$ cat src/design/toh_pkg.sv
package toh_pkg;

    localparam int TIME_W  = 64;
    localparam int SEQ_W   = 32;
    localparam int DRIVE_W = 16;
    localparam int RUN_W   = 3;
    localparam int AGE_W   = 32;
    localparam int LONG_W  = 15;

    localparam logic OP_PUSH  = 1'b0;
    localparam logic OP_QUERY = 1'b1;

    localparam logic [RUN_W-1:0] RUN_ACTIVE   = 3'd0;
    localparam logic [RUN_W-1:0] RUN_DISARMED = 3'd1;
    localparam logic [RUN_W-1:0] RUN_FAULT    = 3'd2;
    localparam logic [RUN_W-1:0] RUN_RETRY    = 3'd3;

    localparam logic [SEQ_W-1:0] SEQ_MAX   = {SEQ_W{1'b1}};
    localparam logic [SEQ_W-1:0] SEQ_FIRST = 32'd1;

    localparam logic [AGE_W-1:0] MAX_AGE_RESET = 32'd100000;

    localparam logic signed [DRIVE_W-1:0] DRIVE_HI = 16'sd16384;
    localparam logic signed [DRIVE_W-1:0] DRIVE_LO = -16'sd16384;

    localparam logic [LONG_W-1:0] LONG_MAX = 15'd16384;

    typedef struct packed {
        logic                      op;
        logic [SEQ_W-1:0]          sequence_number;
        logic [TIME_W-1:0]         event_time;
        logic [TIME_W-1:0]         output_time;
        logic signed [DRIVE_W-1:0] right_drive;
        logic signed [DRIVE_W-1:0] left_drive;
        logic                      drives_finite;
        logic                      drv_ready;
        logic                      cmd_ok;
        logic                      outputs_off;
        logic [RUN_W-1:0]          run_state;
    } t_req;

    typedef struct packed {
        logic [TIME_W-1:0]         stamp;
        logic signed [DRIVE_W-1:0] right_drive;
        logic signed [DRIVE_W-1:0] left_drive;
        logic                      known;
    } t_entry;

    typedef struct packed {
        logic              known;
        logic              seq_break;
        logic              zero_time;
        logic [TIME_W-1:0] stored_time;
    } t_push_info;

    typedef struct packed {
        logic a_lt_b;
        logic gap_over;
    } t_cmp_res;

endpackage

$ cat src/design/toh_req_if.sv
interface toh_req_if;
    logic                                        valid;
    logic                                        ready;
    logic                                        op;
    logic [toh_pkg::SEQ_W-1:0]                   sequence_number;
    logic [toh_pkg::TIME_W-1:0]                  event_time;
    logic [toh_pkg::TIME_W-1:0]                  output_time;
    logic signed [toh_pkg::DRIVE_W-1:0]          right_drive;
    logic signed [toh_pkg::DRIVE_W-1:0]          left_drive;
    logic                                        drives_finite;
    logic                                        drv_ready;
    logic                                        cmd_ok;
    logic                                        outputs_off;
    logic [toh_pkg::RUN_W-1:0]                   run_state;

    modport source (
        output valid, op, sequence_number, event_time, output_time, right_drive,
               left_drive, drives_finite, drv_ready, cmd_ok, outputs_off,
               run_state,
        input  ready
    );

    modport sink (
        input  valid, op, sequence_number, event_time, output_time, right_drive,
               left_drive, drives_finite, drv_ready, cmd_ok, outputs_off,
               run_state,
        output ready
    );
endinterface

$ cat src/design/toh_rsp_if.sv
interface toh_rsp_if;
    logic                         valid;
    logic                         ready;
    logic                         found;
    logic [toh_pkg::LONG_W-1:0]   longitudinal;

    modport source (output valid, found, longitudinal, input ready);
    modport sink   (input valid, found, longitudinal, output ready);
endinterface

$ cat src/design/timestamped_output_history_lookup_core.sv
// Output history with time lookup. A push request (op 0) checks the sequence
// number, classifies the status record and stores it in a ring of HISTORY_DEPTH
// entries held in one RAM; a zero stored time empties the ring instead. A query request
// (op 1) walks the ring newest first, one RAM read per cycle through a single
// shared 64-bit subtract/compare unit, examining up to HISTORY_DEPTH entries; an
// empty history answers without a walk. Every query gives one response, a push none.
// The response sits in an output register, so a waiting response does not stop
// the next push; a query finishing behind a stalled response waits for it.
// The ring needs no clearing pass after reset. The user is to write max_age_us
// through i_cfg_wr_en / i_cfg_wr_data only while the block is idle; the block
// itself does not enforce it.
module timestamped_output_history_lookup_core #(
    parameter int HISTORY_DEPTH = 32
) (
    input  logic                       i_clk,
    input  logic                       i_rst_n,
    toh_req_if.sink                    i_req,
    toh_rsp_if.source                  o_rsp,
    input  logic                       i_cfg_wr_en,
    input  logic [toh_pkg::AGE_W-1:0]  i_cfg_wr_data
);

    localparam int ADDR_W  = $clog2(HISTORY_DEPTH);
    localparam int CNT_W   = $clog2(HISTORY_DEPTH + 1);
    localparam int ENTRY_W = $bits(toh_pkg::t_entry);
    localparam logic [ADDR_W-1:0] LAST_SLOT = ADDR_W'(HISTORY_DEPTH - 1);
    localparam logic [CNT_W-1:0]  FULL_CNT  = CNT_W'(HISTORY_DEPTH);

    typedef enum logic [2:0] {
        S_IDLE,
        S_PUSH,
        S_PRIME,
        S_WALK,
        S_DONE
    } t_state;

    t_state                        r_state;
    toh_pkg::t_req                 r_req;
    logic [toh_pkg::AGE_W-1:0]     r_max_age;
    logic [ADDR_W-1:0]             r_slot;
    logic [CNT_W-1:0]              r_fill;
    logic [toh_pkg::SEQ_W-1:0]     r_last_seq;
    logic                          r_seen;
    logic [toh_pkg::TIME_W-1:0]    r_newest;
    logic [ADDR_W-1:0]             r_rd_addr;
    logic [CNT_W-1:0]              r_remain;
    logic                          r_res_found;
    logic [toh_pkg::LONG_W-1:0]    r_res_long;
    logic                          r_rsp_valid;
    logic                          r_rsp_found;
    logic [toh_pkg::LONG_W-1:0]    r_rsp_long;

    logic                          req_accept;
    toh_pkg::t_push_info           push_info;
    toh_pkg::t_cmp_res             cmp_res;
    logic [toh_pkg::TIME_W-1:0]    cmp_a;
    logic [toh_pkg::TIME_W-1:0]    cmp_b;
    logic [ENTRY_W-1:0]            rd_data;
    toh_pkg::t_entry               rd_entry;
    toh_pkg::t_entry               wr_entry;
    logic [CNT_W-1:0]              fill_eff;
    logic                          backwards;
    logic [CNT_W-1:0]              n_fill_base;
    logic [ADDR_W-1:0]             slot_base;
    logic [ADDR_W-1:0]             n_slot;
    logic [CNT_W-1:0]              n_fill;
    logic [ADDR_W-1:0]             newest_slot;
    logic [ADDR_W-1:0]             prev_addr;
    logic                          push_we;
    logic [toh_pkg::DRIVE_W:0]     drive_sum;
    logic                          hit_ok;

    assign i_req.ready = (r_state == S_IDLE);
    assign req_accept  = i_req.valid && i_req.ready;

    toh_push_eval u_push_eval (
        .i_req      (r_req),
        .i_last_seq (r_last_seq),
        .i_seen     (r_seen),
        .o_info     (push_info)
    );

    // one comparator serves the backwards check of a push and every query step
    assign cmp_a = (r_state == S_PUSH) ? push_info.stored_time : r_req.event_time;
    assign cmp_b = (r_state == S_PUSH) ? r_newest : rd_entry.stamp;

    toh_cmp u_cmp (
        .i_a     (cmp_a),
        .i_b     (cmp_b),
        .i_limit (r_max_age),
        .o_res   (cmp_res)
    );

    // a sequence gap empties the ring before the backwards check looks at it
    assign fill_eff    = push_info.seq_break ? '0 : r_fill;
    assign backwards   = (fill_eff != '0) && cmp_res.a_lt_b;
    assign n_fill_base = backwards ? '0 : fill_eff;
    assign slot_base   = (push_info.seq_break || backwards) ? '0 : r_slot;
    assign n_slot      = (slot_base == LAST_SLOT) ? '0 : slot_base + ADDR_W'(1);
    assign n_fill      = (n_fill_base == FULL_CNT) ? FULL_CNT : n_fill_base + CNT_W'(1);
    assign push_we     = (r_state == S_PUSH) && !push_info.zero_time;

    assign wr_entry.stamp       = push_info.stored_time;
    assign wr_entry.right_drive = r_req.right_drive;
    assign wr_entry.left_drive  = r_req.left_drive;
    assign wr_entry.known       = push_info.known;

    assign newest_slot = (r_slot == '0) ? LAST_SLOT : r_slot - ADDR_W'(1);
    assign prev_addr   = (r_rd_addr == '0) ? LAST_SLOT : r_rd_addr - ADDR_W'(1);

    toh_ram #(
        .WIDTH (ENTRY_W),
        .DEPTH (HISTORY_DEPTH)
    ) u_ram (
        .i_clk   (i_clk),
        .i_we    (push_we),
        .i_waddr (slot_base),
        .i_wdata (wr_entry),
        .i_raddr (r_rd_addr),
        .o_rdata (rd_data)
    );

    assign rd_entry = toh_pkg::t_entry'(rd_data);

    assign drive_sum = {rd_entry.right_drive[toh_pkg::DRIVE_W-1], rd_entry.right_drive}
                     + {rd_entry.left_drive[toh_pkg::DRIVE_W-1], rd_entry.left_drive};
    assign hit_ok = rd_entry.known && !cmp_res.gap_over
                 && !rd_entry.right_drive[toh_pkg::DRIVE_W-1]
                 && !rd_entry.left_drive[toh_pkg::DRIVE_W-1];

    always_ff @(posedge i_clk) begin
        if (!i_rst_n) begin
            r_state     <= S_IDLE;
            r_max_age   <= toh_pkg::MAX_AGE_RESET;
            r_slot      <= '0;
            r_fill      <= '0;
            r_last_seq  <= '0;
            r_seen      <= 1'b0;
            r_rsp_valid <= 1'b0;
        end else begin
            if (i_cfg_wr_en) begin
                r_max_age <= i_cfg_wr_data;
            end
            // a finishing query reloads the response register itself
            if (r_rsp_valid && o_rsp.ready && (r_state != S_DONE)) begin
                r_rsp_valid <= 1'b0;
            end
            case (r_state)
                S_IDLE: begin
                    if (req_accept) begin
                        r_req.op              <= i_req.op;
                        r_req.sequence_number <= i_req.sequence_number;
                        r_req.event_time      <= i_req.event_time;
                        r_req.output_time     <= i_req.output_time;
                        r_req.right_drive     <= i_req.right_drive;
                        r_req.left_drive      <= i_req.left_drive;
                        r_req.drives_finite   <= i_req.drives_finite;
                        r_req.drv_ready       <= i_req.drv_ready;
                        r_req.cmd_ok          <= i_req.cmd_ok;
                        r_req.outputs_off     <= i_req.outputs_off;
                        r_req.run_state       <= i_req.run_state;
                        if (i_req.op == toh_pkg::OP_QUERY) begin
                            r_rd_addr <= newest_slot;
                            r_remain  <= r_fill;
                            if (r_fill == '0) begin
                                r_res_found <= 1'b0;
                                r_res_long  <= '0;
                                r_state     <= S_DONE;
                            end else begin
                                r_state <= S_PRIME;
                            end
                        end else begin
                            r_state <= S_PUSH;
                        end
                    end
                end
                S_PUSH: begin
                    r_last_seq <= r_req.sequence_number;
                    if (push_info.zero_time) begin
                        r_slot <= '0;
                        r_fill <= '0;
                        r_seen <= 1'b0;
                    end else begin
                        r_slot   <= n_slot;
                        r_fill   <= n_fill;
                        r_seen   <= !backwards;
                        r_newest <= push_info.stored_time;
                    end
                    r_state <= S_IDLE;
                end
                S_PRIME: begin
                    // ram is now reading the newest entry; point at the next older one
                    r_rd_addr <= prev_addr;
                    r_state   <= S_WALK;
                end
                S_WALK: begin
                    if (cmp_res.a_lt_b) begin
                        // entry later than the query time, skip it
                        if (r_remain == CNT_W'(1)) begin
                            r_res_found <= 1'b0;
                            r_res_long  <= '0;
                            r_state     <= S_DONE;
                        end else begin
                            r_remain  <= r_remain - CNT_W'(1);
                            r_rd_addr <= prev_addr;
                        end
                    end else begin
                        r_res_found <= hit_ok;
                        r_res_long  <= hit_ok ? drive_sum[toh_pkg::LONG_W:1] : '0;
                        r_state     <= S_DONE;
                    end
                end
                S_DONE: begin
                    if (!r_rsp_valid || o_rsp.ready) begin
                        r_rsp_valid <= 1'b1;
                        r_rsp_found <= r_res_found;
                        r_rsp_long  <= r_res_long;
                        r_state     <= S_IDLE;
                    end
                end
                default: begin
                    r_state <= S_IDLE;
                end
            endcase
        end
    end

    assign o_rsp.valid        = r_rsp_valid;
    assign o_rsp.found        = r_rsp_found;
    assign o_rsp.longitudinal = r_rsp_long;

endmodule

$ cat src/design/toh_ram.sv
module toh_ram #(
    parameter int WIDTH = 97,
    parameter int DEPTH = 32
) (
    input  logic                     i_clk,
    input  logic                     i_we,
    input  logic [$clog2(DEPTH)-1:0] i_waddr,
    input  logic [WIDTH-1:0]         i_wdata,
    input  logic [$clog2(DEPTH)-1:0] i_raddr,
    output logic [WIDTH-1:0]         o_rdata
);

    logic [WIDTH-1:0] r_mem [DEPTH];
    logic [WIDTH-1:0] r_rdata;

    always_ff @(posedge i_clk) begin
        if (i_we) begin
            r_mem[i_waddr] <= i_wdata;
        end
        r_rdata <= r_mem[i_raddr];
    end

    assign o_rdata = r_rdata;

endmodule

$ cat src/design/toh_push_eval.sv
module toh_push_eval (
    input  toh_pkg::t_req                   i_req,
    input  logic [toh_pkg::SEQ_W-1:0]       i_last_seq,
    input  logic                            i_seen,
    output toh_pkg::t_push_info             o_info
);

    logic [toh_pkg::SEQ_W-1:0] expected;
    logic                      mode_ok;
    logic                      drives_ok;
    logic                      known;

    // all-ones wraps to 1, not 0
    assign expected = (i_last_seq == toh_pkg::SEQ_MAX) ? toh_pkg::SEQ_FIRST
                                                       : i_last_seq + toh_pkg::SEQ_FIRST;

    assign mode_ok = ((i_req.run_state == toh_pkg::RUN_ACTIVE) && i_req.cmd_ok)
                  || (i_req.run_state == toh_pkg::RUN_DISARMED)
                  || (i_req.outputs_off && (i_req.run_state != toh_pkg::RUN_FAULT)
                      && (i_req.run_state != toh_pkg::RUN_RETRY));

    assign drives_ok = (i_req.right_drive >= toh_pkg::DRIVE_LO)
                    && (i_req.right_drive <= toh_pkg::DRIVE_HI)
                    && (i_req.left_drive >= toh_pkg::DRIVE_LO)
                    && (i_req.left_drive <= toh_pkg::DRIVE_HI);

    assign known = i_req.drv_ready && (i_req.output_time != '0)
                && (i_req.output_time <= i_req.event_time)
                && i_req.drives_finite && drives_ok && mode_ok;

    assign o_info.known       = known;
    assign o_info.seq_break   = i_seen && (i_req.sequence_number != expected);
    assign o_info.stored_time = known ? i_req.output_time : i_req.event_time;
    assign o_info.zero_time   = (o_info.stored_time == '0);

endmodule

$ cat src/design/toh_cmp.sv
module toh_cmp (
    input  logic [toh_pkg::TIME_W-1:0] i_a,
    input  logic [toh_pkg::TIME_W-1:0] i_b,
    input  logic [toh_pkg::AGE_W-1:0]  i_limit,
    output toh_pkg::t_cmp_res          o_res
);

    logic [toh_pkg::TIME_W:0] diff;

    // borrow out of a - b tells a < b; the difference feeds the age check
    assign diff = {1'b0, i_a} - {1'b0, i_b};

    assign o_res.a_lt_b   = diff[toh_pkg::TIME_W];
    assign o_res.gap_over = !diff[toh_pkg::TIME_W]
                         && (diff[toh_pkg::TIME_W-1:0]
                             > {{(toh_pkg::TIME_W-toh_pkg::AGE_W){1'b0}}, i_limit});

endmodule

$ cat src/flat_wrapper.sv
// flat-port wrapper written by rule: the top's interface ports become plain ports
module timestamped_output_history_lookup_core_flat 
#(
    parameter int HISTORY_DEPTH = 32
)
  (i_clk, i_rst_n, i_cfg_wr_en, i_cfg_wr_data, i_req_valid, i_req_op, i_req_sequence_number, i_req_event_time, i_req_output_time, i_req_right_drive, i_req_left_drive, i_req_drives_finite, i_req_drv_ready, i_req_cmd_ok, i_req_outputs_off, i_req_run_state, i_req_ready, o_rsp_valid, o_rsp_found, o_rsp_longitudinal, o_rsp_ready);
  toh_req_if i_req_i ();
  toh_rsp_if o_rsp_i ();
  input  logic i_clk;
  input  logic i_rst_n;
  input  logic i_cfg_wr_en;
  input  logic [toh_pkg::AGE_W-1:0] i_cfg_wr_data;
  input wire logic [$bits(i_req_i.valid)-1:0] i_req_valid;
  input wire logic [$bits(i_req_i.op)-1:0] i_req_op;
  input wire logic [$bits(i_req_i.sequence_number)-1:0] i_req_sequence_number;
  input wire logic [$bits(i_req_i.event_time)-1:0] i_req_event_time;
  input wire logic [$bits(i_req_i.output_time)-1:0] i_req_output_time;
  input wire logic [$bits(i_req_i.right_drive)-1:0] i_req_right_drive;
  input wire logic [$bits(i_req_i.left_drive)-1:0] i_req_left_drive;
  input wire logic [$bits(i_req_i.drives_finite)-1:0] i_req_drives_finite;
  input wire logic [$bits(i_req_i.drv_ready)-1:0] i_req_drv_ready;
  input wire logic [$bits(i_req_i.cmd_ok)-1:0] i_req_cmd_ok;
  input wire logic [$bits(i_req_i.outputs_off)-1:0] i_req_outputs_off;
  input wire logic [$bits(i_req_i.run_state)-1:0] i_req_run_state;
  output wire logic [$bits(i_req_i.ready)-1:0] i_req_ready;
  output wire logic [$bits(o_rsp_i.valid)-1:0] o_rsp_valid;
  output wire logic [$bits(o_rsp_i.found)-1:0] o_rsp_found;
  output wire logic [$bits(o_rsp_i.longitudinal)-1:0] o_rsp_longitudinal;
  input wire logic [$bits(o_rsp_i.ready)-1:0] o_rsp_ready;
  assign i_req_i.valid = i_req_valid;
  assign i_req_i.op = i_req_op;
  assign i_req_i.sequence_number = i_req_sequence_number;
  assign i_req_i.event_time = i_req_event_time;
  assign i_req_i.output_time = i_req_output_time;
  assign i_req_i.right_drive = i_req_right_drive;
  assign i_req_i.left_drive = i_req_left_drive;
  assign i_req_i.drives_finite = i_req_drives_finite;
  assign i_req_i.drv_ready = i_req_drv_ready;
  assign i_req_i.cmd_ok = i_req_cmd_ok;
  assign i_req_i.outputs_off = i_req_outputs_off;
  assign i_req_i.run_state = i_req_run_state;
  assign i_req_ready = i_req_i.ready;
  assign o_rsp_valid = o_rsp_i.valid;
  assign o_rsp_found = o_rsp_i.found;
  assign o_rsp_longitudinal = o_rsp_i.longitudinal;
  assign o_rsp_i.ready = o_rsp_ready;
  timestamped_output_history_lookup_core #(.HISTORY_DEPTH(HISTORY_DEPTH)) u_core (.i_clk(i_clk), .i_rst_n(i_rst_n), .i_req(i_req_i), .o_rsp(o_rsp_i), .i_cfg_wr_en(i_cfg_wr_en), .i_cfg_wr_data(i_cfg_wr_data));
endmodule
$ cat config.mk
export PLATFORM = sky130hd
export DESIGN_NAME = timestamped_output_history_lookup_core_flat
export DESIGN_NICKNAME = d
export VERILOG_FILES = /design/src/design/toh_pkg.sv /design/src/design/toh_req_if.sv /design/src/design/toh_rsp_if.sv /design/src/design/timestamped_output_history_lookup_core.sv /design/src/design/toh_ram.sv /design/src/design/toh_push_eval.sv /design/src/design/toh_cmp.sv /design/src/flat_wrapper.sv
export SDC_FILE = /design/constraint.sdc
export NUM_CORES = 2
export LEC_CHECK = 0
export ABC_CLOCK_PERIOD_IN_PS = 11600
export BUFFER_PORTS_ARGS = -buffer_cell sky130_fd_sc_hd__buf_2
export CELL_PAD_IN_SITES_DETAIL_PLACEMENT = 1
export CELL_PAD_IN_SITES_GLOBAL_PLACEMENT = 1
export CORE_MARGIN = 4
export CORE_UTILIZATION = 49
export CTS_CLUSTER_DIAMETER = 150
export DETAILED_ROUTE_END_ITERATION = 12
export HOLD_SLACK_MARGIN = 0.1
export PLACE_DENSITY_LB_ADDON = 0.1
export SLEW_MARGIN = 5
export SYNTH_ARGS = -nofsm -noshare
export SYNTH_HDL_FRONTEND = slang
export SYNTH_HIERARCHICAL = 1
export SYNTH_SLANG_ARGS = --single-unit
$ cat constraint.sdc
create_clock -name i_clk -period 11.6 [get_ports i_clk]
set_input_delay 0.58 -clock i_clk [delete_from_list [all_inputs] [get_ports i_clk]]
set_output_delay 0.58 -clock i_clk [all_outputs]
set_load 0.02 [all_outputs]
==> Implementation_results.wiki <==
{| class="wikitable"
! Metric !! Value
|-
| Status || complete, no violations
|-
| Number of synthesis warnings || 6
|-
| Number of gates resized after CTS || 0
|-
| Final period demand of the worst path || 11220 ps
|-
| Clock Skews || 79.0 ps
|-
| Critical Path Max Stage Delay || 1040 ps
|-
| Pin count of the biggest net entering global routing || 127
|-
| Final weighted congestion in routability-driven placement || 0.924
|-
| Final Net Count || 9690
|-
| Area grow syn2layout || 14.7%
|-
| Number of top-level pins || 255
|-
| Netlist area before placement || 146000 um2
|-
| Number of sinks handled by clock tree synthesis || 3587
|-
| Max capacitance violation total || 0
|-
| Worst Min Path Start || i_req_valid
|-
| # H-tree levels || 5
|-
| WHS || 199 ps
|-
| Design area || 167000 um2
|-
| Initial core utilization || 0.492
|-
| Number of hold violations in the final report || 0
|-
| Unrepaired setup endpoints after global routing || false
|-
| Clock root cell || sky130_fd_sc_hd__clkbuf_16
|-
| Worst path most repeated cell || sky130_fd_sc_hd__nor4_1
|-
| Routed wire length || 479000 um
|-
| Startpoint class of the critical path || flip-flop
|-
| Reg power frac || 0.514
|-
| Sw power || 6.50 mW
|-
| Worst slack at placement || 589 ps
|-
| Share of final-layout standard cells stronger than drive strength 1 || 0.164
|-
| Proportion of power drawn by combinational gates || 0.068
|-
| Ratio of total power to cell area || 169 nW/um2
|-
| Global-route wire length before repair || 673000 um
|-
| Launching point of the worst reg2reg path || u_core/r_req[28]
|-
| Die Width || 554 um
|-
| Total global routing overflow || 0
|-
| Leak pwr || 58.6 nW
|-
| Switching share of power || 0.230
|-
| Antenna violations before repair || 36
|-
| Data required time at the worst endpoint || 12320 ps
|-
| Endpoints failing setup || 0
|-
| Crit path max fanout || 34
|-
| Internal Dissipation || 21.8 mW
|-
| Die outline area || 307000 um2
|-
| Cells after synthesis || 8602
|-
| WHS Path Cells || 4
|-
| Placement Rows || 200
|-
| Largest buffer count on any clock path || 4
|-
| Iteration-0 DRC count of the detailed router || 10252
|-
| Max Freq || 89.1 MHz
|-
| FF-to-FF setup slack || 380 ps
|-
| Half-perimeter wire length of the detailed placement result || 269000 um
|-
| Clock insertion delay at the later pin of the skew report || 950 ps
|-
| Final worst setup slack || 381 ps
|-
| Worst hold path class || input port to flip-flop
|-
| Peak supply drop || 127 uV
|-
| Number of global-route vias before repair || 88499
|-
| Total core area || 297000 um2
|-
| Max-slew violation count || 0
|-
| Kind of critical path || flip-flop to flip-flop
|-
| Total power || 28.3 mW
|-
| Post-route clock period utilization || 0.967
|-
| Detailed-route via count || 87127
|-
| Number of vias per cell || 6.44
|-
| Clk slew on worst S/H paths || 60 ps
|-
| Post-synthesis area per instance || 17.0 um2
|-
| Syn_nets || 9024
|-
| Clock buffers created by TritonCTS || 372
|-
| Transition at the pin with the smallest max-transition slack || 1250 ps
|-
| Length in cells of the worst reg-to-reg path || 35
|-
| Routed wire per std cell || 35.4 um
|-
| Clock tree from TritonCTS || built
|-
| Max-Slew Margin vs Limit || 0.167
|-
| WHS Endpoint || u_core/r_state[1]
|-
| Total global routing track utilization || 0.306
|-
| PortBufs || 254
|-
| Clk network pwr share || 0.418
|-
| R2r endpoint || u_core/r_res_long[4]
|-
| Slowest cell on the critical path || sky130_fd_sc_hd__or4_2
|-
| Crit path DAT || 11940 ps
|-
| Critical path launch point || u_core/r_req[28]
|-
| Remaining routing DRC violations || 0
|-
| Kind of end point of the critical path || flip-flop
|-
| Area after detailed placement || 153000 um2
|-
| Antenna Violating Nets Remaining || 0
|-
| Die Ht || 554 um
|-
| First-pass iteration count of the detailed router || 6
|}
-- per-stage QoR --
step                      setup TNS [ps]   util  std cells
after floorplan                 -2722200      -       8602
after global placement                 0  0.516      12590
after detailed placement               0  0.516      12590
after CTS                              0  0.564      13515
after global routing                   0  0.564      13519
final                                  0  0.564      13524
-- sequential cells by signal (all words and copies together) (netlist names), 3 cells and up --
register                   cells
u_core/r_remain                6
u_core/r_rd_addr               5
u_core/r_last_seq             32
u_core/r_newest               64
u_core/o_rsp.longitudinal     15
u_core/r_fill                  6
u_core/r_res_long             15
u_core/u_ram/o_rdata          97
u_core/r_state                 3
u_core/r_slot                  5
u_core/r_req                 199
u_core/u_ram/r_mem          3104
u_core/r_max_age              32
-- power by group through the flow --
| stage | Sequential [mW] | Clock (mW) | Combinational (mW) |
|---|---|---|---|
| floorplan | 14.7 | 0 | 1.10 |
| global placement | 14.8 | 0 | 1.80 |
| detailed placement | 14.8 | 0 | 1.84 |
| CTS | 14.5 | 12.0 | 1.91 |
| global route | 14.5 | 12.6 | 2.08 |
| finish | 14.5 | 11.8 | 1.94 |
-- repair_timing --
| item | 4_1_cts | 5_1_grt |
|---|---|---|
| hold buffers | 242 | 0 |
| hold endpoints to repair | 237 | 0 |
| setup buffers | 0 | 0 |
-- critical path: cells and delay by family (launching register included) --
| kind | cells | cell delay (ps) |
|---|---|---|
| and+or+nand+nor | 21 | 6300 |
| AOI/OAI and AO/OA | 8 | 2270 |
| DFF | 1 | 780 |
| adders and majority gates | 2 | 730 |
| buffers and inverters | 3 | 700 |
| xor gates and xnor gates | 1 | 150 |
-- how the worst max path moves through the flow --
stage	slack, ps	end
floorplan	-1180	u_core/u_ram/r_mem[18][0]
global placement	690	u_core/r_res_long[4]
detailed placement	590	u_core/r_res_long[4]
CTS	540	u_core/r_res_long[4]
global route	4	u_core/r_res_long[4]
finish	380	u_core/r_res_long[4]
-- area by class of cell --
class	count	area [um2]
Fill cell	26806	129000
Sequential cell	3587	106000
Multi-Input combinational cell	4334	37200
Clock buffer	491	9990
Timing Repair Buffer	766	6420
Tap cell	3939	4930
Clock inverter	192	2010
Inverter	207	777
Antenna cell	8	20.0
-- layout by cell type, fill, tap and decap left out, drive strengths merged, types with 11 or more instances in the layout --
| cell type | instances |
|---|---|
| a211oi | 12 |
| and2 | 28 |
| xnor2 | 58 |
| dfxtp | 177 |
| a31oi | 71 |
| nand4 | 192 |
| ha | 183 |
| or3 | 19 |
| clkbuf | 491 |
| a21o | 52 |
| nor3 | 50 |
| nor2 | 189 |
| buf | 524 |
| mux2i | 813 |
| mux4 | 389 |
| nand3 | 296 |
| a22oi | 582 |
| a21oi | 197 |
| nor2b | 27 |
| nand2b | 14 |
| and3 | 13 |
| o21a | 23 |
| nand3b | 14 |
| nand2 | 618 |
| edfxtp | 3410 |
| nor4 | 63 |
| clkinvlp | 11 |
| o21ai | 97 |
| bufinv | 32 |
| o211ai | 75 |
| a22o | 55 |
| clkinv | 140 |
| inv | 216 |
| dlygate4sd3 | 242 |
| xor2 | 36 |
-- metal layers --
metal	up-vias	global-route usage	wire, um
met2	3886	0.488	226000
met4	6	0.0878	15100
li1	35831	-	-
met1	46646	0.445	203000
met5	-	0	41
met3	758	0.0429	35100
(Power assumes the default switching activity.)
